<file path="src/rtl/ffba_pkg.sv">
package ffba_pkg;

  localparam int unsigned IDX_W     = 6;
  localparam int unsigned AMOUNT_W  = 16;
  localparam int unsigned COUNT_W   = 7;
  localparam int unsigned SIZE_W    = 16;
  localparam int unsigned CFG_IDX_W = 2;
  localparam int unsigned CFG_DAT_W = 16;

  localparam logic [CFG_IDX_W-1:0] REG_BLOCK_COUNT = 2'd0;
  localparam logic [CFG_IDX_W-1:0] REG_BLOCK_SIZE  = 2'd1;

  localparam logic [COUNT_W-1:0] BLOCK_COUNT_RST = 7'd64;
  localparam logic [SIZE_W-1:0]  BLOCK_SIZE_RST  = 16'd4096;

  typedef enum logic [1:0] {
    MODE_REQUEST = 2'd0,
    MODE_RELEASE = 2'd1,
    MODE_MERGE   = 2'd2,
    MODE_REINIT  = 2'd3
  } mode_e;

  typedef enum logic [6:0] {
    ST_IDLE      = 7'b0000001,
    ST_INIT      = 7'b0000010,
    ST_REQ       = 7'b0000100,
    ST_REL       = 7'b0001000,
    ST_MERGE     = 7'b0010000,
    ST_MERGE_END = 7'b0100000,
    ST_RESULT    = 7'b1000000
  } state_e;

endpackage

</file>
<file path="src/rtl/first_fit_block_allocator.sv">
// channel | direction | handshake              | beat
// in      | input     | in_valid_i/in_ready_o   | mode_i, block_index_i, amount_i
// out     | output    | out_valid_o/out_ready_i | status_o, granted_index_o
// cfg     | input     | cfg_valid_i/cfg_ready_o | cfg_index_i, cfg_data_i
//
// The table sits in one memory with a single read and a single write port and
// is walked one entry a cycle by request, merge and reinitialise; a release
// reads and writes back only its own entry, and a rejected one touches none.
// After reset a rebuild sweep over all entries runs with in_ready_o low.
// A finished result moves to the output register once it is free; a new beat is taken while it waits there.
module first_fit_block_allocator import ffba_pkg::*; #(
  parameter int unsigned MAX_BLOCKS  = 64,
  parameter int unsigned LENGTH_BITS = 16
) (
  input  logic                 clk_i,
  input  logic                 rst_ni,
  input  logic                 in_valid_i,
  output logic                 in_ready_o,
  input  logic [1:0]           mode_i,
  input  logic [IDX_W-1:0]     block_index_i,
  input  logic [AMOUNT_W-1:0]  amount_i,
  output logic                 out_valid_o,
  input  logic                 out_ready_i,
  output logic                 status_o,
  output logic [IDX_W-1:0]     granted_index_o,
  input  logic                 cfg_valid_i,
  output logic                 cfg_ready_o,
  input  logic [CFG_IDX_W-1:0] cfg_index_i,
  input  logic [CFG_DAT_W-1:0] cfg_data_i
);

  localparam int unsigned AW  = $clog2(MAX_BLOCKS);
  localparam int unsigned LB  = LENGTH_BITS;
  localparam int unsigned GW  = (AW > IDX_W) ? AW : IDX_W;
  localparam int unsigned SZW = (LB > SIZE_W) ? LB : SIZE_W;
  localparam int unsigned SW  = SZW + 1;
  localparam int unsigned CW  = (AW > COUNT_W) ? AW : COUNT_W;
  localparam logic [LB-1:0] LEN_MAX = '1;
  localparam logic [AW-1:0] LAST    = AW'(MAX_BLOCKS - 1);

  // entry word: present mark on top, free length below
  logic [LB:0] mem_q [MAX_BLOCKS];
  logic [LB:0] rd_q;

  state_e               state_q, state_d;
  logic [AW-1:0]        ptr_q, ptr_d;
  logic [AMOUNT_W-1:0]  amount_q, amount_d;
  logic [COUNT_W-1:0]   cnt_q, cnt_d;
  logic [SIZE_W-1:0]    size_q, size_d;
  logic                 init_resp_q, init_resp_d;
  logic                 have_cur_q, have_cur_d;
  logic [AW-1:0]        cur_idx_q, cur_idx_d;
  logic [LB-1:0]        cur_len_q, cur_len_d;
  logic                 res_status_q, res_status_d;
  logic [IDX_W-1:0]     res_granted_q, res_granted_d;
  logic                 out_valid_q, out_valid_d;
  logic                 out_status_q, out_status_d;
  logic [IDX_W-1:0]     out_granted_q, out_granted_d;
  logic [COUNT_W-1:0]   block_count_q;
  logic [SIZE_W-1:0]    block_size_q;

  logic                 rd_en;
  logic [AW-1:0]        rd_addr;
  logic                 wr_en;
  logic [AW-1:0]        wr_addr;
  logic [LB:0]          wr_data;

  logic                 rd_pres;
  logic [LB-1:0]        rd_len;
  logic                 ptr_last;
  logic [GW-1:0]        idx_ext;
  logic [AW-1:0]        idx_addr;
  logic [GW-1:0]        ptr_ext;
  logic                 rel_reject;
  logic                 req_fit;
  logic [SW-1:0]        req_left;
  logic [LB-1:0]        rel_base;
  logic [SW-1:0]        rel_sum;
  logic [LB-1:0]        rel_len;
  logic [SW-1:0]        mrg_sum;
  logic                 mrg_fit;
  logic                 init_pres;
  logic [SZW-1:0]       size_ext;
  logic [LB-1:0]        init_len;
  logic                 out_free;

  assign cfg_ready_o     = 1'b1;
  assign in_ready_o      = (state_q == ST_IDLE);
  assign out_valid_o     = out_valid_q;
  assign status_o        = out_status_q;
  assign granted_index_o = out_granted_q;

  assign rd_pres  = rd_q[LB];
  assign rd_len   = rd_q[LB-1:0];
  assign ptr_last = (ptr_q == LAST);
  assign idx_ext  = GW'(block_index_i);
  assign idx_addr = idx_ext[AW-1:0];
  assign ptr_ext  = GW'(ptr_q);
  assign out_free = !out_valid_q || out_ready_i;

  assign rel_reject = ({1'b0, block_index_i} >= block_count_q)
                   || ({1'b0, idx_ext} >= (GW+1)'(MAX_BLOCKS))
                   || (amount_i == '0)
                   || (amount_i > block_size_q);

  assign req_fit  = rd_pres && (SW'(rd_len) >= SW'(amount_q));
  assign req_left = SW'(rd_len) - SW'(amount_q);

  assign rel_base = rd_pres ? rd_len : '0;
  assign rel_sum  = SW'(rel_base) + SW'(amount_q);
  assign rel_len  = (rel_sum > SW'(LEN_MAX)) ? LEN_MAX : rel_sum[LB-1:0];

  assign mrg_sum = SW'(cur_len_q) + SW'(rd_len);
  assign mrg_fit = mrg_sum <= SW'(block_size_q);

  assign init_pres = CW'(ptr_q) < CW'(cnt_q);
  assign size_ext  = SZW'(size_q);
  assign init_len  = (size_ext > SZW'(LEN_MAX)) ? LEN_MAX : size_ext[LB-1:0];

  always_comb begin
    state_d       = state_q;
    ptr_d         = ptr_q;
    amount_d      = amount_q;
    cnt_d         = cnt_q;
    size_d        = size_q;
    init_resp_d   = init_resp_q;
    have_cur_d    = have_cur_q;
    cur_idx_d     = cur_idx_q;
    cur_len_d     = cur_len_q;
    res_status_d  = res_status_q;
    res_granted_d = res_granted_q;
    out_valid_d   = out_valid_q && !out_ready_i;
    out_status_d  = out_status_q;
    out_granted_d = out_granted_q;
    rd_en         = 1'b0;
    rd_addr       = ptr_q;
    wr_en         = 1'b0;
    wr_addr       = ptr_q;
    wr_data       = '0;

    case (state_q)
      ST_IDLE: begin
        if (in_valid_i) begin
          amount_d      = amount_i;
          res_status_d  = 1'b0;
          res_granted_d = '0;
          case (mode_e'(mode_i))
            MODE_REQUEST: begin
              ptr_d   = '0;
              rd_en   = 1'b1;
              rd_addr = '0;
              state_d = ST_REQ;
            end
            MODE_RELEASE: begin
              if (rel_reject) begin
                res_status_d = 1'b1;
                state_d      = ST_RESULT;
              end else begin
                ptr_d   = idx_addr;
                rd_en   = 1'b1;
                rd_addr = idx_addr;
                state_d = ST_REL;
              end
            end
            MODE_MERGE: begin
              ptr_d      = '0;
              have_cur_d = 1'b0;
              rd_en      = 1'b1;
              rd_addr    = '0;
              state_d    = ST_MERGE;
            end
            MODE_REINIT: begin
              ptr_d       = '0;
              cnt_d       = block_count_q;
              size_d      = block_size_q;
              init_resp_d = 1'b1;
              state_d     = ST_INIT;
            end
            default: begin
              state_d = ST_IDLE;
            end
          endcase
        end
      end
      ST_INIT: begin
        wr_en   = 1'b1;
        wr_data = init_pres ? {1'b1, init_len} : '0;
        ptr_d   = ptr_q + 1'b1;
        if (ptr_last) begin
          state_d = init_resp_q ? ST_RESULT : ST_IDLE;
        end
      end
      ST_REQ: begin
        if (req_fit) begin
          wr_en         = 1'b1;
          wr_data       = {(req_left[LB-1:0] != '0), req_left[LB-1:0]};
          res_granted_d = ptr_ext[IDX_W-1:0];
          state_d       = ST_RESULT;
        end else if (ptr_last) begin
          res_status_d = 1'b1;
          state_d      = ST_RESULT;
        end else begin
          ptr_d   = ptr_q + 1'b1;
          rd_en   = 1'b1;
          rd_addr = ptr_q + 1'b1;
        end
      end
      ST_REL: begin
        wr_en   = 1'b1;
        wr_data = {1'b1, rel_len};
        state_d = ST_RESULT;
      end
      ST_MERGE: begin
        if (rd_pres) begin
          if (!have_cur_q) begin
            have_cur_d = 1'b1;
            cur_idx_d  = ptr_q;
            cur_len_d  = rd_len;
          end else if (mrg_fit) begin
            cur_len_d = mrg_sum[LB-1:0];
            wr_en     = 1'b1;
            wr_data   = '0;
          end else begin
            wr_en     = 1'b1;
            wr_addr   = cur_idx_q;
            wr_data   = {1'b1, cur_len_q};
            cur_idx_d = ptr_q;
            cur_len_d = rd_len;
          end
        end
        if (ptr_last) begin
          state_d = ST_MERGE_END;
        end else begin
          ptr_d   = ptr_q + 1'b1;
          rd_en   = 1'b1;
          rd_addr = ptr_q + 1'b1;
        end
      end
      ST_MERGE_END: begin
        wr_en   = have_cur_q;
        wr_addr = cur_idx_q;
        wr_data = {1'b1, cur_len_q};
        state_d = ST_RESULT;
      end
      ST_RESULT: begin
        if (out_free) begin
          out_valid_d   = 1'b1;
          out_status_d  = res_status_q;
          out_granted_d = res_granted_q;
          state_d       = ST_IDLE;
        end
      end
      default: begin
        state_d = ST_IDLE;
      end
    endcase
  end

  always_ff @(posedge clk_i) begin
    if (wr_en) begin
      mem_q[wr_addr] <= wr_data;
    end
    if (rd_en) begin
      rd_q <= mem_q[rd_addr];
    end
  end

  always_ff @(posedge clk_i or negedge rst_ni) begin
    if (!rst_ni) begin
      state_q       <= ST_INIT;
      ptr_q         <= '0;
      cnt_q         <= BLOCK_COUNT_RST;
      size_q        <= BLOCK_SIZE_RST;
      init_resp_q   <= 1'b0;
      have_cur_q    <= 1'b0;
      out_valid_q   <= 1'b0;
      block_count_q <= BLOCK_COUNT_RST;
      block_size_q  <= BLOCK_SIZE_RST;
    end else begin
      state_q     <= state_d;
      ptr_q       <= ptr_d;
      cnt_q       <= cnt_d;
      size_q      <= size_d;
      init_resp_q <= init_resp_d;
      have_cur_q  <= have_cur_d;
      out_valid_q <= out_valid_d;
      if (cfg_valid_i) begin
        case (cfg_index_i)
          REG_BLOCK_COUNT: block_count_q <= cfg_data_i[COUNT_W-1:0];
          REG_BLOCK_SIZE:  block_size_q  <= cfg_data_i[SIZE_W-1:0];
          default: begin
            block_count_q <= block_count_q;
          end
        endcase
      end
    end
  end

  always_ff @(posedge clk_i) begin
    amount_q      <= amount_d;
    cur_idx_q     <= cur_idx_d;
    cur_len_q     <= cur_len_d;
    res_status_q  <= res_status_d;
    res_granted_q <= res_granted_d;
    out_status_q  <= out_status_d;
    out_granted_q <= out_granted_d;
  end

endmodule
</file>
<file path="config.mk">
export PLATFORM = sky130hd
export DESIGN_NAME = first_fit_block_allocator
export DESIGN_NICKNAME = d
export VERILOG_FILES = /design/src/rtl/ffba_pkg.sv /design/src/rtl/first_fit_block_allocator.sv
export SDC_FILE = /design/constraint.sdc
export NUM_CORES = 2
export LEC_CHECK = 0
export BUFFER_PORTS_ARGS = -buffer_cell sky130_fd_sc_hd__buf_2
export CORE_MARGIN = 2
export CORE_UTILIZATION = 55
export CTS_BUF_LIST = sky130_fd_sc_hd__clkbuf_4 sky130_fd_sc_hd__clkbuf_8
export CTS_CLUSTER_DIAMETER = 200
export CTS_CLUSTER_SIZE = 8
export DETAILED_ROUTE_END_ITERATION = 16
export GPL_TIMING_DRIVEN = 0
export PLACE_DENSITY = 0.71
export SYNTH_ARGS = -nofsm -noshare
export SYNTH_HDL_FRONTEND = slang
export SYNTH_SLANG_ARGS = --single-unit
</file>
<file path="constraint.sdc">
create_clock -name clk_i -period 7.3 [get_ports clk_i]
set_input_delay 1.46 -clock clk_i [delete_from_list [all_inputs] [get_ports clk_i]]
set_output_delay 1.46 -clock clk_i [all_outputs]
set_load 0.01 [all_outputs]
</file>
### Yosys cells after proc, flatten, opt, wreduce, memory -nomap -nowiden

Memory sizes are Yosys's and may differ from the RTL's. A register that Yosys moved wholly into a read port is not among the register bits.
Cells that the tools add are included.

| word-level totals | value |
|---|---|
| bits of input ports | 47 |
| bits in writable memories | 1,088 |
| output and inout port bits | 10 |
| register bits | 114 |
| memories kept | 1 |
| word-level logic and storage cells | 144 |

Memory list:

| memory | depth | width | read ports | clocked after Yosys merged registers in | wr ports | RTL line | RTL |
|---|---|---|---|---|---|---|---|
| mem_q | 64 | 17 | 1 | 1 | 1 | first_fit_block_allocator.sv:42 | `logic [LB:0] mem_q [MAX_BLOCKS];` |

| operators by class | value |
|---|---|
| mux-type cells | 63 |
| reductions and logical operators | 30 |
| add/sub/neg operators | 4 |
| order comparisons | 7 |
| eq/ne operators | 23 |

Operators with widths:

| cell | count |
|---|---|
| 17-bit two-way mux | 5 |
| 17-bit case mux with 5 select lines | 1 |
| 16-bit two-way mux | 5 |
| 6-bit two-way mux | 12 |
| 7-bit two-way mux | 8 |
| 6-bit case mux with 2 select lines | 4 |
| 7-bit case mux with 6 select lines | 1 |
| 16-bit by 16-bit adder with 17-bit output | 2 |
| 7-bit case mux with 4 select lines | 1 |
| 6-bit case mux with 4 select lines | 1 |
| 1-bit two-way mux | 19 |
| 2-bit != test (second input constant) | 9 |
| 6-bit case mux with 3 select lines | 1 |
| 17-bit by 16-bit > comparator with 1-bit output (second input constant) | 1 |
| 17-bit by 16-bit <= comparator with 1-bit output | 1 |
| 16-bit >= comparator | 1 |
| 16-bit > comparator | 1 |
| 16-bit > comparator (second input constant) | 1 |
| 16-bit zero test | 1 |
| 16-bit nonzero test | 1 |
| 16-bit subtractor | 1 |
| 2-bit AND reduction | 6 |
| 3-bit AND reduction | 3 |
| 4-bit AND reduction | 2 |
| 27 further kinds | 39 |

### Depth between registers and ports, before layout

| depth | value |
|---|---|
| word-level depth | 7 |
| mapped depth | 23 |
| depth with buffers taken out | 21 |

### Worst setup path before layout

OpenSTA, ideal clock, no wires.

| timing path | value |
|---|---|
| path kind | reg-to-reg |
| start | reg rd_q[1] (read register of mem_q) |
| end | mem mem_q[0][15] (netlist bit), data pin |
| clock period less this slack | 6.119 ns |
| slack | 1.181 ns |
| data required time | 6.745 ns |
| setup time | 0.555 ns |
| stages on the path, launching flop included | 20 |
| arrival time | 5.564 ns |
| buffers on the path | 0 |
| cell sequence | edfxtp_1 > ha_1 > a21o_1 > a21oi_1 > o21bai_1 > a21oi_1 > o21bai_1 > a41o_1 > o41ai_1 > o311a_1 > nand3b_1 > o2111ai_1 > ha_1 > nand4_1 > nor4_1 > nor2_1 > o22ai_1 > o21ai_0 > a31oi_1 > o2111ai_1 |

| between the ends | value |
|---|---|
| cells in the longest elaborated chain, start to end | 6 |
| elaborated cells between the ends (all ways) | 14 |
| those cells by class | add/sub (3); order compare (3); mux (7); reduce/logical (1) |

Ends and longest elaborated chain:

| item | RTL line | RTL |
|---|---|---|
| start, declared | first_fit_block_allocator.sv:43 | `logic [LB:0] rd_q;` |
| 16-bit by 16-bit adder with 17-bit output | first_fit_block_allocator.sv:113 | `assign mrg_sum = SW'(cur_len_q) + SW'(rd_len);` |
| 17-bit by 16-bit <= comparator with 1-bit output | first_fit_block_allocator.sv:114 | `assign mrg_fit = mrg_sum <= SW'(block_size_q);` |
| 17-bit two-way mux | first_fit_block_allocator.sv:219 | `end else if (mrg_fit) begin` |
| 17-bit two-way mux | first_fit_block_allocator.sv:215 | `if (!have_cur_q) begin` |
| 17-bit two-way mux | first_fit_block_allocator.sv:214 | `if (rd_pres) begin` |
| 17-bit case mux with 5 select lines (*) | first_fit_block_allocator.sv:141 | `case (state_q)` |
| via wr_data[15] | first_fit_block_allocator.sv:66 | `logic [LB:0] wr_data;` |
| end, declared | first_fit_block_allocator.sv:42 |  |

The timed path passes the listed nets; every way through them passes the cells marked *.

### Worst setup path after layout

| timing path | value |
|---|---|
| start | reg rd_q[0] (read register of mem_q) |
| end | mem mem_q[57][16] (netlist bit), data pin |

| between the ends | value |
|---|---|
| cells in the longest elaborated chain, start to end | 6 |
| elaborated cells between the ends (all ways) | 11 |
| those cells by class | add/sub (2); order compare (2); mux (5); reduce/logical (2) |

Ends and longest elaborated chain:

| item | RTL line |
|---|---|
| 16-bit by 16-bit adder with 17-bit output | first_fit_block_allocator.sv:113 |
| 17-bit by 16-bit <= comparator with 1-bit output | first_fit_block_allocator.sv:114 |
| 17-bit two-way mux | first_fit_block_allocator.sv:219 |
| 17-bit two-way mux | first_fit_block_allocator.sv:215 |
| 17-bit two-way mux | first_fit_block_allocator.sv:214 |
| 17-bit case mux with 5 select lines (*) | first_fit_block_allocator.sv:141 |

Mark *: on every way between the ends. The rest lies on a longest branch, timed or not.

==> metrics.yaml <==
power_density_nw_per_um2: 365.9
row_count: 113
reg2reg_slack_ns: 0.25
htreeDepth: 4
ys_types: 87
cellLeakagePower_nw: 22.55
grt_pass1_vias: 31740
synth.yosys.seq_area_share_pct: 68.58
critPathTopFamily: "compound AO/OA/AOI/OAI gates"
tightest_slew_ns: 1.436
timing.rr.end: "mem_q[57][16]$_DFFE_PP_"
grt_max_degree: 65
final_common_cell: "edfxtp_1"
avgViaCountPerCell: 6.343
drv_cap: 0
start_util_pct: 55.63
synth_seq_cells: 1219
routed_wl_um: 149200
placed_area_sq_um: 56000
crit_path_top_delay_cell: "nand3_2"
finalCritPeriodShare_pct: 96.54
drv_slew: 0
clk_pin_slew_ns: 0.06
num_vias: 32940
synth_edf_count: 1157
port_buffers: 55
numCtsBuffers: 170
hold_viol: 0
critPathMaxStageDelay_ns: 0.99
max_freq_mhz: 141.9
reg2reg_depth: 19
min_from: "res_granted_q[1]$_SDFFCE_PN0P_"
die_h_um: 314.2
min_path_cells: 0
first_iter_violations: 4197
grt-ovfl-total: 0
detail-route-antenna-nets: 0
grt.total_usage_pct: 30.21
gp_congestion: 0.9758
path_cells: "ha_1 -> fa_1 -> a21o_1 -> a21oi_1 -> o21bai_1 -> a21oi_1 -> o21bai_1 -> a211oi_1 -> nor2_1 -> a21oi_1 -> o21ai_0 -> nor2b_1 -> ha_1 -> a2111oi_0 -> nand2_1 -> nor4_4 -> o21ai_1 -> a31oi_4 -> nand3_2"
die_w_um: 314.2
syn2layout_area_growth_pct: 11.68
critPathKind: "register to register"
drc: 0
clockBufferDepth: 3
cp.arrival_ns: 7.28
clk_latency_ns: 0.89
cp-start-kind: "register"
rsz0062_at_grt: "no"
worst_path_most_repeated_cell: "a21oi_1"
drive_gt1_share_pct: 17.20
antenna_found_initial: 6
endpoint_kind: "register"
syn-num-nets: 3727
required_ns: 7.53
dr.pass1.iters: 7
final_area_sq_um: 59120
dp_hpwl_um: 105600
dr_wl_met2_um: 67700
synthArstFlopShare_pct: 5.086
slew_headroom_pct: 3.509
syn_area_sq_um: 52940
reg2reg_from: "rd_q[0]$_DFFE_PP_"
die_area_sq_um: 98740
root_buffer: "clkbuf_8"
skew_ns: 0.05655
cts_hold_buf: 0
setup_viol: 0
pin_count: 57
synthCells: 3585
coreArea_sq_um: 95150
synth_ff_type: "edfxtp_1"
wirelength_met1_um: 61350
path_max_fanout: 32
ir_drop_mv: 0.1948
syn_avg_cell_area_sq_um: 14.77
yosys_warnings: 0
final_cell_mix: "edfxtp_1, mux2i_1, nand2_1"
final_nets: 4025
grt_first_pass_wirelength_um: 214100
outcome: "complete, no violations"
fill_cells: 7080
cts_tree: "yes"
wl_per_cell_um: 28.73
fin_crit_ns: 7.047
holdWs_ns: 0.4188
hold_path_end: "granted_index_o[1]$_DFFE_PP_"
top_layer: "met5"
crit_buf_inv: 0
route.met3.wl_um: 14370
hp-class: "register to register"
clock_sinks: 1219
==> stage by stage <==
stage | std cells | worst slack (ns) | total power, mW | utilization, % | TNS [ns]
2_1_floorplan | 3585 | 1.181 | 13.75 | - | 0
3_3_place_gp | 4905 | -3.085 | 16.62 | 57.59 | -2370.93
3_5_place_dp | 4963 | -0.4425 | 16.75 | 58.85 | -90.64
4_1_cts | 5178 | 0.01438 | 21.49 | 61.86 | 0
5_1_grt | 5192 | 0.0003979 | 22.44 | 62.13 | 0
6_report | 5193 | 0.2527 | 21.63 | 62.13 | 0
==> layer usage <==
layer,track usage (%),up-vias
met5,0.8704,-
met4,11.29,6
met3,7.075,275
met2,46.24,1631
met1,42.36,16550
li1,-,14480
==> cell usage after synthesis, types with 27 or more instances <==
master,instances,area share (%)
nand4_1,30,0.35
ha_1,92,2.2
nand3_1,40,0.38
and2_1,27,0.32
nor2_1,158,1.1
clkbuf_1,92,0.65
buf_2,54,0.51
nand2_1,349,2.5
mux2i_1,427,8.1
inv_1,69,0.49
or4_1,54,0.77
a21oi_1,200,1.9
o22ai_1,104,1.2
edfxtp_1,1157,66
o21ai_0,79,0.75
o221ai_1,39,0.65
dfrtp_1,57,2.7
mux2_2,143,3.0
==> logic make-up (layout without fill, tap and decap cells) <==
| kind of cell | count (synthesis) | after routing | synth area share [%] |
|---|---|---|---|
| compound gates | 632 | 633 | 8.015 |
| flops | 1219 | 1219 | 68.58 |
| xor+xnor | 33 | 33 | 0.5460 |
| fa+ha+maj | 95 | 95 | 2.288 |
| mux | 578 | 578 | 11.29 |
| buf+inv | 244 | 582 | 2.141 |
| simple gates | 783 | 784 | 7.141 |
| other cells | 1 | 4 | 0.007084 |
==> power by group <==
group          total [mW]  switching, mW  internal, mW
clock                4.77           2.48          2.28
sequential           8.39          0.234          8.15
combinational        8.48           5.55          2.93
==> registers in the layout (all words and copies together) (netlist names), 7 cells and up <==
register       flops
state_q            7
amount_q          16
mem_q           1088
cur_len_q         16
size_ext          16
rd_q              17
block_count_q      7
block_size_q      16
cnt_q              7
==> how the worst max path moves through the flow <==
stage | slack, ns | start | endpoint | depth (start not counted)
after global routing | 0.0004 | rd_q[0]$_DFFE_PP_ | mem_q[53][13]$_DFFE_PP_ | 23
after floorplan | 1.18 | rd_q[1]$_DFFE_PP_ | mem_q[0][15]$_DFFE_PP_ | 19
after detailed placement | -0.44 | amount_i[7] | rd_q[1]$_DFFE_PP_ | 14
after CTS | 0.01 | rd_q[0]$_DFFE_PP_ | mem_q[23][10]$_DFFE_PP_ | 23
final | 0.25 | rd_q[0]$_DFFE_PP_ | mem_q[57][16]$_DFFE_PP_ | 19
after global placement | -3.08 | rd_q[1]$_DFFE_PP_ | mem_q[47][1]$_DFFE_PP_ | 19
==> layout make-up <==
| cell class | instances | area [sq um] | share of cell area [%] |
|---|---|---|---|
| repair buffers | 124 | 1280 | 2.165 |
| plain buffers | 175 | 887.1 | 1.500 |
| diodes | 3 | 7.507 | 0.01270 |
| clock inverters | 16 | 201.4 | 0.3407 |
| well taps | 1265 | 1583 | 2.677 |
| inverters | 69 | 259.0 | 0.4381 |
| clock buffers | 198 | 2550 | 4.313 |
| multi-input cells | 2124 | 16050 | 27.15 |
| flip-flops and latches | 1219 | 36300 | 61.40 |
==> what timing repair did <==
item                                   CTS  global route
buffers inserted                         0            11
endpoints found under the hold margin    0             0
setup endpoints to repair              823          1306
pin swaps                                2             1
gates cloned                             1             1
resized for setup                       15            28
(Power assumes the default switching activity.)
